### src/rtl/bfsd_pkg.sv
// ----------------------------------------------------------------------------
// bfsd_pkg
// Shared widths, defaults and saturating arithmetic for the blocking flow
// shop departure core.
// ----------------------------------------------------------------------------
`default_nettype none

package bfsd_pkg;

  localparam int MAX_MACHINES_DEF = 32;
  localparam int DATA_W           = 32;
  localparam int PROC_W           = 16;
  localparam int COUNT_W          = 6;
  localparam int INDEX_W          = 5;
  localparam int COUNT_MIN        = 2;
  localparam int COUNT_RESET      = 2;

  typedef logic [DATA_W-1:0] data_t;

  function automatic data_t sat_add(input data_t a, input data_t b);
    logic [DATA_W:0] s;
    s = {1'b0, a} + {1'b0, b};
    sat_add = s[DATA_W] ? {DATA_W{1'b1}} : s[DATA_W-1:0];
  endfunction

endpackage

`default_nettype wire

### src/rtl/blocking_flowshop_departure_core.sv
// ----------------------------------------------------------------------------
// blocking_flowshop_departure_core
// Blocking flow shop departure recurrence, one machine per transfer, with the
// committed departure row held in a rotating chain of cells.
// ----------------------------------------------------------------------------
//   channel | signals                                   | direction
//   cfg     | cfg_we, cfg_wdata                         | in, no wait
//   in      | in_valid/in_ready, proc_time, first_job,  | in
//           | commit                                    |
//   out     | out_valid/out_ready, departure_time,      | out
//           | machine_index, job_done, sigma            |
//
// One transfer per cycle while in_ready is high; departure stage, then sigma stage.
// The row ring rotates one cell per transfer so the head always holds the
// current machine's entry. A count write in the middle of a job realigns the
// ring back to the first machine's entry, with in_ready low.
// Reset is synchronous; a stalled output still lets one more transfer in.
// ----------------------------------------------------------------------------
`default_nettype none

module blocking_flowshop_departure_core #(
  parameter int MAX_MACHINES = bfsd_pkg::MAX_MACHINES_DEF
) (
  input  wire logic                          clk,
  input  wire logic                          rst,
  input  wire logic                          cfg_we,
  input  wire logic [bfsd_pkg::COUNT_W-1:0]  cfg_wdata,
  input  wire logic                          in_valid,
  output logic                               in_ready,
  input  wire logic [bfsd_pkg::PROC_W-1:0]   proc_time,
  input  wire logic                          first_job,
  input  wire logic                          commit,
  output logic                               out_valid,
  input  wire logic                          out_ready,
  output logic [bfsd_pkg::DATA_W-1:0]        departure_time,
  output logic [bfsd_pkg::INDEX_W-1:0]       machine_index,
  output logic                               job_done,
  output logic [bfsd_pkg::DATA_W-1:0]        sigma
);

  localparam int LEN_W = $clog2(MAX_MACHINES + 1);
  localparam int JW    = $clog2(MAX_MACHINES);
  localparam int EW    = (LEN_W > bfsd_pkg::COUNT_W) ? LEN_W : bfsd_pkg::COUNT_W;
  localparam int DW    = bfsd_pkg::DATA_W;

  logic [bfsd_pkg::COUNT_W-1:0] count;
  logic [LEN_W-1:0]             ring_len;
  logic [LEN_W-1:0]             align_left;
  logic [JW-1:0]                counter;
  bfsd_pkg::data_t              prior;
  bfsd_pkg::data_t              sig_acc;

  logic                         s1_valid;
  bfsd_pkg::data_t              s1_cand;
  logic [DW:0]                  s1_base;
  logic [JW-1:0]                s1_j;
  logic                         s1_last;

  bfsd_pkg::data_t              row [MAX_MACHINES];

  logic [EW-1:0]                count_ext;
  logic [EW-1:0]                eff_w;
  logic [LEN_W-1:0]             eff;
  logic [LEN_W-1:0]             len_use;
  logic                         aligning;
  logic                         in_accept;
  logic                         advance;
  logic                         shift;
  logic                         is_first_mc;
  logic                         last;
  bfsd_pkg::data_t              p_ext;
  bfsd_pkg::data_t              add_base;
  bfsd_pkg::data_t              sum;
  bfsd_pkg::data_t              cand;
  bfsd_pkg::data_t              wrap;
  logic [DW:0]                  sig_base;
  bfsd_pkg::data_t              term;
  bfsd_pkg::data_t              acc;
  logic [JW+4:0]                j_wide;

  assign count_ext = EW'(count);
  assign eff_w     = (count_ext < EW'(bfsd_pkg::COUNT_MIN)) ? EW'(bfsd_pkg::COUNT_MIN) :
                     (count_ext > EW'(MAX_MACHINES)) ? EW'(MAX_MACHINES) : count_ext;
  assign eff       = eff_w[LEN_W-1:0];
  assign aligning  = align_left != '0;
  assign len_use   = aligning ? ring_len : eff;

  assign advance   = !out_valid || out_ready;
  assign in_ready  = !aligning && (!s1_valid || advance);
  assign in_accept = in_valid && in_ready;
  assign shift     = in_accept || aligning;

  assign is_first_mc = counter == '0;
  assign last        = LEN_W'(counter) == (len_use - LEN_W'(1));
  assign p_ext       = DW'(proc_time);

  always_comb begin
    if (first_job) begin
      add_base = is_first_mc ? '0 : prior;
    end else begin
      add_base = is_first_mc ? row[0] : prior;
    end
    sum = bfsd_pkg::sat_add(add_base, p_ext);
    if (first_job || last) begin
      cand = sum;
    end else begin
      cand = (sum > row[1]) ? sum : row[1];
    end
    sig_base = first_job ? {1'b0, p_ext} : ({1'b0, row[0]} + {1'b0, p_ext});
    wrap     = (in_accept && commit) ? cand : row[0];
  end

  for (genvar k = 0; k < MAX_MACHINES; k++) begin : g_cell
    bfsd_pkg::data_t nxt;
    if (k == MAX_MACHINES - 1) begin : g_end
      assign nxt = wrap;
    end else begin : g_mid
      assign nxt = row[k+1];
    end
    bfsd_cell #(
      .INDEX (k),
      .LEN_W (LEN_W)
    ) u_cell (
      .clk       (clk),
      .rst       (rst),
      .shift     (shift),
      .ring_len  (len_use),
      .from_next (nxt),
      .wrap      (wrap),
      .value     (row[k])
    );
  end

  always_comb begin
    term = ({1'b0, s1_cand} > s1_base) ? (s1_cand - s1_base[DW-1:0]) : '0;
    acc  = bfsd_pkg::sat_add((s1_j == '0) ? '0 : sig_acc, term);
  end

  assign j_wide = {5'b0, s1_j};

  always_ff @(posedge clk) begin
    if (rst) begin
      count      <= bfsd_pkg::COUNT_W'(bfsd_pkg::COUNT_RESET);
      ring_len   <= LEN_W'(bfsd_pkg::COUNT_RESET);
      align_left <= '0;
      counter    <= '0;
      prior      <= '0;
      sig_acc    <= '0;
      s1_valid   <= 1'b0;
      out_valid  <= 1'b0;
    end else begin
      ring_len <= len_use;
      if (aligning) begin
        align_left <= align_left - LEN_W'(1);
      end
      if (cfg_we) begin
        count   <= cfg_wdata;
        counter <= '0;
        sig_acc <= '0;
        if (counter != '0) begin
          align_left <= len_use - LEN_W'(counter);
        end
      end else if (in_accept) begin
        counter <= last ? '0 : counter + JW'(1);
      end
      if (in_accept) begin
        prior <= cand;
      end
      if (s1_valid && advance && !cfg_we) begin
        sig_acc <= s1_last ? '0 : acc;
      end
      if (in_accept) begin
        s1_valid <= 1'b1;
      end else if (advance) begin
        s1_valid <= 1'b0;
      end
      if (advance) begin
        out_valid <= s1_valid;
      end
    end
  end

  always_ff @(posedge clk) begin
    if (in_accept) begin
      s1_cand <= cand;
      s1_base <= sig_base;
      s1_j    <= counter;
      s1_last <= last;
    end
    if (s1_valid && advance) begin
      departure_time <= s1_cand;
      machine_index  <= j_wide[4:0];
      job_done       <= s1_last;
      sigma          <= s1_last ? acc : '0;
    end
  end

  a_ready_not_aligning: assert property (@(posedge clk) disable iff (rst)
    in_ready |-> !aligning)
    else $error("input taken during ring realignment");

  a_counter_in_ring: assert property (@(posedge clk) disable iff (rst)
    LEN_W'(counter) < len_use)
    else $error("machine counter outside active ring");

  a_sigma_only_done: assert property (@(posedge clk) disable iff (rst)
    out_valid && !job_done |-> sigma == '0)
    else $error("sigma nonzero on a non-final machine");

  a_done_resets_counter: assert property (@(posedge clk) disable iff (rst)
    in_accept && last && !cfg_we |=> counter == '0)
    else $error("counter not restarted after last machine");

endmodule

`default_nettype wire

### src/rtl/bfsd_cell.sv
// ----------------------------------------------------------------------------
// bfsd_cell
// One entry of the departure row ring. Shifts toward the head; the tail of
// the active ring takes the value written back from the head.
// ----------------------------------------------------------------------------
`default_nettype none

module bfsd_cell #(
  parameter int INDEX = 0,
  parameter int LEN_W = 6
) (
  input  wire logic                     clk,
  input  wire logic                     rst,
  input  wire logic                     shift,
  input  wire logic [LEN_W-1:0]         ring_len,
  input  wire bfsd_pkg::data_t          from_next,
  input  wire bfsd_pkg::data_t          wrap,
  output bfsd_pkg::data_t               value
);

  logic in_ring;
  logic is_tail;

  assign in_ring = LEN_W'(INDEX) < ring_len;
  assign is_tail = LEN_W'(INDEX) == (ring_len - LEN_W'(1));

  always_ff @(posedge clk) begin
    if (rst) begin
      value <= '0;
    end else if (shift && in_ring) begin
      value <= is_tail ? wrap : from_next;
    end
  end

endmodule

`default_nettype wire
### config.mk
export PLATFORM = sky130hd
export DESIGN_NAME = blocking_flowshop_departure_core
export DESIGN_NICKNAME = d
export VERILOG_FILES = /design/src/rtl/bfsd_pkg.sv /design/src/rtl/blocking_flowshop_departure_core.sv /design/src/rtl/bfsd_cell.sv
export SDC_FILE = /design/constraint.sdc
export NUM_CORES = 2
export LEC_CHECK = 0
export BUFFER_PORTS_ARGS = -buffer_cell sky130_fd_sc_hd__buf_2
export CORE_MARGIN = 3
export CORE_UTILIZATION = 55
export CTS_BUF_LIST = sky130_fd_sc_hd__clkbuf_2
export DETAILED_ROUTE_END_ITERATION = 10
export PLACE_DENSITY_LB_ADDON = 0.25
export SETUP_SLACK_MARGIN = 0.02
export SYNTH_ARGS = -nofsm -noshare
export SYNTH_HDL_FRONTEND = slang
export SYNTH_HIERARCHICAL = 1
export SYNTH_SLANG_ARGS = --single-unit
### constraint.sdc
create_clock -name clk -period 9.1 [get_ports clk]
set_input_delay 0.455 -clock clk [delete_from_list [all_inputs] [get_ports clk]]
set_output_delay 0.455 -clock clk [all_outputs]
set_load 0.005 [all_outputs]
# Word level (Yosys, flattened, before mapping)

Index checks and enable logic that the tools add are counted.

Logic and storage cells: 231
Flip-flop bits (word level): 1254
Input bits: 29

Reductions and logical operators: 53
$add $sub $neg: 8
Equal/unequal tests: 31
Muxes and demuxes: 54
Order comparisons: 36

Operator list:

| cell                  | count |
|---|---|
| $mux W32              | 44 |
| $lt A5 B6 Y1 const A  | 16 |
| $eq A5 B6 Y1 const A  | 15 |
| $add A32 B16 Y33      | 2 |
| $eq A4 B6 Y1 const A  | 8 |
| $lt A4 B6 Y1 const A  | 8 |
| $logic_and A1 B1 Y1   | 37 |
| $mux W6               | 6 |
| $add A32 B32 Y33      | 1 |
| $gt A32 B33 Y1        | 1 |
| $gt A32 B32 Y1        | 1 |
| $sub A32 B32 Y32      | 1 |
| $eq A3 B6 Y1 const A  | 4 |
| $lt A3 B6 Y1 const A  | 4 |
| $mux W16              | 1 |
| $eq A2 B6 Y1 const A  | 2 |
| $lt A1 B6 Y1 const A  | 2 |
| $lt A2 B6 Y1 const A  | 2 |
| $sub A6 B1 Y6 const B | 2 |
| $logic_not A5 Y1      | 2 |
| $eq A1 B6 Y1 const A  | 1 |
| $eq A5 B6 Y1          | 1 |
| $gt A6 B6 Y1 const B  | 1 |
| $logic_not A6 Y1      | 1 |
| other kinds (11)      | 19 |

# Depth between registers and ports, before layout

Depth in word-level cells: 10
Mapped depth: 35
Depth with buffers taken out: 28

# Hierarchy

The synthesis kept the hierarchy.

Modules (own cells, without submodules):

| module                            | sequential area each (um^2) | cells each | instances | area each (um^2) |
|---|---|---|---|---|
| blocking_flowshop_departure_core  | 6015.8                      | 1956       | 1         | 17023.8 |
| bfsd_cell (g_cell[10].u_cell ...) | 640.6                       | 193        | 2         | 1765.4 |
| bfsd_cell (g_cell[2].u_cell)      | 640.6                       | 257        | 1         | 2404.8 |
| bfsd_cell (g_cell[0].u_cell)      | 640.6                       | 259        | 1         | 2278.4 |
| bfsd_cell (g_cell[14].u_cell)     | 640.6                       | 222        | 1         | 1915.6 |
| bfsd_cell (g_cell[21].u_cell)     | 640.6                       | 196        | 1         | 1879.3 |
| bfsd_cell (g_cell[1].u_cell)      | 640.6                       | 253        | 1         | 1846.8 |
| bfsd_cell (g_cell[26].u_cell)     | 640.6                       | 198        | 1         | 1835.5 |
| bfsd_cell (g_cell[24].u_cell)     | 640.6                       | 198        | 1         | 1834.3 |
| bfsd_cell (g_cell[6].u_cell)      | 640.6                       | 180        | 1         | 1826.8 |
| bfsd_cell (g_cell[3].u_cell)      | 640.6                       | 192        | 1         | 1791.7 |
| bfsd_cell (g_cell[19].u_cell)     | 640.6                       | 194        | 1         | 1786.7 |
| bfsd_cell (g_cell[27].u_cell)     | 640.6                       | 193        | 1         | 1778.0 |
| bfsd_cell (g_cell[23].u_cell)     | 640.6                       | 196        | 1         | 1761.7 |
| 18 more rows                      | -                           | -          | -         | - |

# Worst setup path after synthesis

No wires, ideal clock.

Path kind: register to register
From: register counter[1]
To: register g_cell[22].u_cell.value[20]
Cell stages (with the launch flop): 32
Data arrival time: 7.999 ns
Path buffers: 6
Required time: 9.009 ns
Path slack: 1.010 ns
Period minus slack after synthesis: 8.090 ns
Library setup time: 0.091 ns
Cell sequence: dfxtp_1 -> inv_1 -> ha_1 -> nor4b_4 -> buf_2 -> buf_2 -> clkbuf_1 -> clkbuf_1 -> nand3_1 -> nand2_1 -> ha_1 -> a21o_1 -> o21bai_1 -> o21ai_1 -> nand3b_1 -> a221oi_1 -> o31ai_1 -> ha_1 -> nand4_1 -> nor3_1 -> a21boi_0 -> o41a_1 -> o31ai_1 -> o311ai_4 -> buf_6 -> buf_8 -> nor2_1 -> a21oi_2 -> o21ai_0 -> inv_1 -> or3_1 -> a311oi_1

Longest elaborated chain between the ends: 10
Elaborated cells between the ends (all ways): 13
Classes of those cells: add/sub (1); order compare (1); eq/ne (1); mux (8); reduce/logical (2)

Ends and longest elaborated chain:

| item                               | RTL line                                                                        | text |
|---|---|---|
| from (decl)                        | blocking_flowshop_departure_core.sv:49                                          | `logic [JW-1:0] counter;` |
| from (signal assigned)             | blocking_flowshop_departure_core.sv:164                                         | `counter <= last ? '0 : counter + JW'(1);` |
| $logic_not A5 Y1                   | blocking_flowshop_departure_core.sv:93                                          | `assign is_first_mc = counter == '0;` |
| $mux W32, on equally long branches | blocking_flowshop_departure_core.sv:101, blocking_flowshop_departure_core.sv:99 |  |
| $mux W32                           | blocking_flowshop_departure_core.sv:98                                          | `if (first_job) begin` |
| $add A32 B16 Y33                   | bfsd_pkg.sv:22                                                                  | `s = {1'b0, a} + {1'b0, b};` |
| $mux W32                           | bfsd_pkg.sv:23                                                                  | `sat_add = s[DATA_W] ? {DATA_W{1'b1}} : s[DATA_W-1:0];` |
| $gt A32 B32 Y1                     | blocking_flowshop_departure_core.sv:107                                         | `cand = (sum > row[1]) ? sum : row[1];` |
| $mux W32                           | blocking_flowshop_departure_core.sv:107                                         |  |
| $mux W32 *                         | blocking_flowshop_departure_core.sv:104                                         | `if (first_job \|\| last) begin` |
| $mux W32 *                         | blocking_flowshop_departure_core.sv:110                                         | `wrap = (in_accept && commit) ? cand : row[0];` |
| named net g_cell[31].nxt[20]       | blocking_flowshop_departure_core.sv:114                                         | `bfsd_pkg::data_t nxt;` |
| $mux W32 *                         | bfsd_cell.sv:31                                                                 | `value <= is_tail ? wrap : from_next;` |
| to (signal assigned)               | bfsd_cell.sv:31                                                                 |  |
| to (decl)                          | bfsd_cell.sv:18                                                                 | `output bfsd_pkg::data_t value` |

Mark *: on every way through the listed nets, which the timed path passes. The rest lies on a longest branch.
A chain may end at the register's enable or synchronous reset.

# Worst setup path in the final report

From: register counter[1]
To: register g_cell[31].u_cell.value[29]

Longest elaborated chain between the ends: 9
Elaborated cells between the ends (all ways): 12
Classes of those cells: add/sub (1); order compare (1); eq/ne (1); mux (7); reduce/logical (2)

Ends and longest elaborated chain:

| item                               | RTL line                                                                        | text |
|---|---|---|
| $logic_not A5 Y1                   | blocking_flowshop_departure_core.sv:93                                          |  |
| $mux W32, on equally long branches | blocking_flowshop_departure_core.sv:101, blocking_flowshop_departure_core.sv:99 |  |
| $mux W32                           | blocking_flowshop_departure_core.sv:98                                          |  |
| $add A32 B16 Y33                   | bfsd_pkg.sv:22                                                                  |  |
| $mux W32                           | bfsd_pkg.sv:23                                                                  |  |
| $gt A32 B32 Y1                     | blocking_flowshop_departure_core.sv:107                                         |  |
| $mux W32                           | blocking_flowshop_departure_core.sv:107                                         |  |
| $mux W32 *                         | blocking_flowshop_departure_core.sv:104                                         |  |
| named net cand[29]                 | blocking_flowshop_departure_core.sv:74                                          | `bfsd_pkg::data_t cand;` |
| $mux W32 *                         | blocking_flowshop_departure_core.sv:110                                         |  |
| named net g_cell[31].nxt[29]       | blocking_flowshop_departure_core.sv:114                                         |  |
| to (signal assigned)               | bfsd_cell.sv:31                                                                 |  |
| to (decl)                          | bfsd_cell.sv:18                                                                 |  |

Marked as above.

==> metrics.md <==
| Metric | Value |
|---|---|
| Status | finished, final reports clean |
| FFs w/ async S/R, synth | 0 |
| Critical path buffers and inverters | 4 |
| CTS Buf Count | roughly 350 |
| Post-Synthesis Cell Area | a little over 70000 um^2 |
| Largest net degree at the start of global routing | 168 |
| Endpoints failing setup | 0 |
| Final period utilization | 0.926 |
| Unrepaired setup endpoints after global routing | no |
| Clock tree from TritonCTS | yes |
| Residual DRC | 0 |
| Core area | ~130000 um^2 |
| # Max-Cap Violations | 0 |
| Final hold slack | roughly 0.21 ns |
| VDD IR max | about 0.00027 V |
| Post-route antenna net violation count | 0 |
| Initial DRC Count | approximately 9000 |
| Worst-Margin Slew | around 1.4 ns |
| Die area | roughly 140000 um^2 |
| Hold Fails Final Rpt | 0 |
| Setup_tns | 0 ns |
| Layout cells sized above 1 | 0.198 |
| Syn nets | 8276 |
| Die height | 367 um |
| DP HPWL | 152000 um |
| Routed WL per cell | between 20 and 30 um |
| Worst Skew | around 0.21 ns |
| Layout net count | around 8200 |
| Critical path fanouts, max | 31 |
| Crit path top cell by count | nand2_1 |
| Area of the multi-input gates | about 39000 um^2 |
| FF-to-FF Start | counter[1]$_SDFFE_PP0P_ |
| YS warnings | 6 |
| Total number of vias | approximately 68000 |
| Initial antenna violation count | 11 |
| Ys flop type | dfxtp_1 |
| Total power | approximately 27000 uW |
| Critical Path Start Type | register |
| Slowest library cell on the worst path | or4b_1 |
| Pwr per Cell Area | about 360 nW/um^2 |
| GP Congestion | between 0.9 and 1 |
| Critical path depth | 27 |
| Tightest Hold Check Type | input pin to register |
| CP arrival | approximately 10 ns |
| Post-synth cell types | roughly 140 |
| H-Tree Depth | 5 |
| Critical Setup Path Class | register to register |
| Yosys reg bits | ~1300 |
| Tmin final | approximately 8.4 ns |
| Reg2reg end | g_cell[31].u_cell/value[29]$_SDFFE_PP0P_ |
| P&R area growth vs syn | 4.71% |
| Clock Path Buffers | 4 |
| CP peak stage delay | slightly below 0.8 ns |
| Drt total wl | about 260000 um |
| Fillers | approximately 12000 |
| Commonest non-fill, non-tap cell in the layout | dfxtp_1 |
| Required @ worst endpoint | ~11 ns |
| Initial Util | 0.554 |
| Post-Syn Instances | 8105 |
| Worst R2R Setup Slack | between 0.6 and 0.7 ns |
| Row count | 132 |
| Clk slew on worst S/H paths | 0.12 ns |
| Place WS | approximately 0.77 ns |
| Crit-path leading delay family | simple AND/OR/NAND/NOR gates |
| Post-synth EDFFs | roughly 140 |
| Worst Setup End Kind | register |
| Avg Vias per Cell | 6.85 |
| Final critical-path setup slack | roughly 0.67 ns |
| Worst-Skew Late Latency | 1.77 ns |
| Syn avg cell area | 8.87 um^2 |
| FMAX | ~0.12 GHz |
| Worst hold endpoint | s1_cand[6]$_DFFE_PP_ |
| Sequential share of the synthesized area | 0.369 |
| First-pass GRT wire length | between 300000 and 400000 um |
| CTS root buf | clkbuf_2 |
| Drt pass-1 iters | 8 |
| Max Transition Viols Final | 0 |
| GRT overflow | 0 |
| Vias in the first global route | 64982 |
| Number of buffers added on ports | 100 |
| Cells on Worst Hold Path | 6 |
| Die W | between 300 and 400 um |
| Storage cell area | roughly 27000 um^2 |
| GRT Util Overall | 0.362 |
| Clock sink count | 1254 |
| FF-to-FF path depth | 27 |
| Hold_sp | proc_time[6] |
| Leakage power | 0.0256 uW |
| Most frequent cells in the layout | dfxtp_1, nor2_1, clkbuf_2, a21oi_1, nand2_1 |
| Core Util, Final | 0.580 |
| I/O pin total | 101 |
| Worst slew margin relative to its limit | 0.0907 |
-- registers in the layout, indices dropped and copies added, names as in the netlist, 5 cells and up --
signal               count
ring_len                 6
g_cell.u_cell/value   1024
s1_cand                 32
s1_j                     5
counter                  5
machine_index            5
prior                   32
align_left               6
sigma                   32
s1_base                 33
sig_acc                 32
departure_time          32
count                    6
-- layer usage --
metal / global-route usage / part of all wire / wire (um)
met1: 0.460 / 0.38 / 98200
met2: 0.553 / 0.44 / 113000
met3: 0.0919 / 0.11 / 28900
met4: 0.221 / 0.063 / 16200
met5: 0 / 0.00013 / 34
-- cells by family after synthesis --
logic type | count (synthesis) | synth area share
mux | 136 | 0.0214
buf+inv | 1160 | 0.0859
simple gates | 2509 | 0.182
fa+ha+maj | 142 | 0.0252
xor+xnor | 88 | 0.0108
flops | 1254 | 0.369
compound gates | 2816 | 0.306
-- report_power, final --
group	switching, uW	internal (uW)
Sequential	1280	7340
Clock	2490	1530
Combinational	10100	4500
-- worst reg2reg max path: stages, from the launching register on --
cell      delay [ns]
dfxtp_1         0.41
inv_1           0.11
ha_1            0.18
or4b_1          0.78
buf_4           0.40
nand2_1         0.12
nand2_1         0.06
ha_1            0.38
o21ai_0         0.13
a21oi_1         0.19
nor2_1          0.06
a21oi_1         0.33
nand2_1         0.35
or4_1           0.59
and3_1          0.23
ha_1            0.19
nor2_1          0.16
nand2_1         0.07
a211oi_1        0.30
o21bai_1        0.16
o31ai_1         0.38
o311ai_4        0.42
buf_4           0.39
mux2_4          0.27
mux2_2          0.73
buf_4           0.37
or3b_1          0.38
a311oi_1        0.31
-- synth_stat cells, types with 97 or more instances --
master | number | share of area
a211oi_1 | 138 | 0.014
nor2_1 | 695 | 0.036
a311oi_1 | 342 | 0.042
inv_1 | 316 | 0.017
buf_2 | 146 | 0.010
clkbuf_1 | 465 | 0.024
o21ai_1 | 325 | 0.023
nor3_1 | 97 | 0.0068
nand4_1 | 127 | 0.011
buf_6 | 140 | 0.022
o21ai_0 | 352 | 0.025
nand3_1 | 471 | 0.033
edfxtp_1 | 141 | 0.059
nand2_1 | 478 | 0.025
nor2b_1 | 145 | 0.013
a311oi_2 | 273 | 0.057
ha_1 | 137 | 0.024
dfxtp_1 | 1113 | 0.31
a21oi_1 | 510 | 0.036
a31oi_1 | 217 | 0.019
-- worst max path at each step --
stage                                  from                                       end  slack (ns)
finish              counter[1]$_SDFFE_PP0P_  g_cell[31].u_cell/value[29]$_SDFFE_PP0P_        0.67
global route        counter[1]$_SDFFE_PP0P_  g_cell[31].u_cell/value[29]$_SDFFE_PP0P_        0.11
CTS                 counter[1]$_SDFFE_PP0P_  g_cell[31].u_cell/value[29]$_SDFFE_PP0P_        0.81
detailed placement  counter[1]$_SDFFE_PP0P_  g_cell[31].u_cell/value[29]$_SDFFE_PP0P_        0.77
global placement    counter[1]$_SDFFE_PP0P_  g_cell[31].u_cell/value[29]$_SDFFE_PP0P_        0.98
floorplan           counter[1]$_SDFFE_PP0P_  g_cell[22].u_cell/value[20]$_SDFFE_PP0P_        1.01
-- cell type report --
type                            instances  area share
Timing Repair Buffer                  373      0.0397
Antenna cell                           11    0.000366
Sequential cell                      1254       0.352
Clock inverter                         58     0.00338
Multi-Input combinational cell       5691       0.524
Clock buffer                          523      0.0348
Inverter                              316      0.0161
Tap cell                             1742      0.0290
-- timing repair --
| item | in CTS | in global routing |
|---|---|---|
| hold buffers | 95 | 0 |
| gates resized for setup | 0 | 0 |
| endpoints found under the hold margin | 678 | 0 |
| buffers inserted | 0 | 0 |
-- metrics by stage --
stage | std cells | area [um^2]
after global placement | 9281 | 71400
after global routing | 9965 | 75200
after CTS | 9957 | 75200
after floorplan | 8105 | 71900
after detailed placement | 9281 | 71400
final | 9968 | 75300
Note: power is estimated with default switching activity, not from simulation.
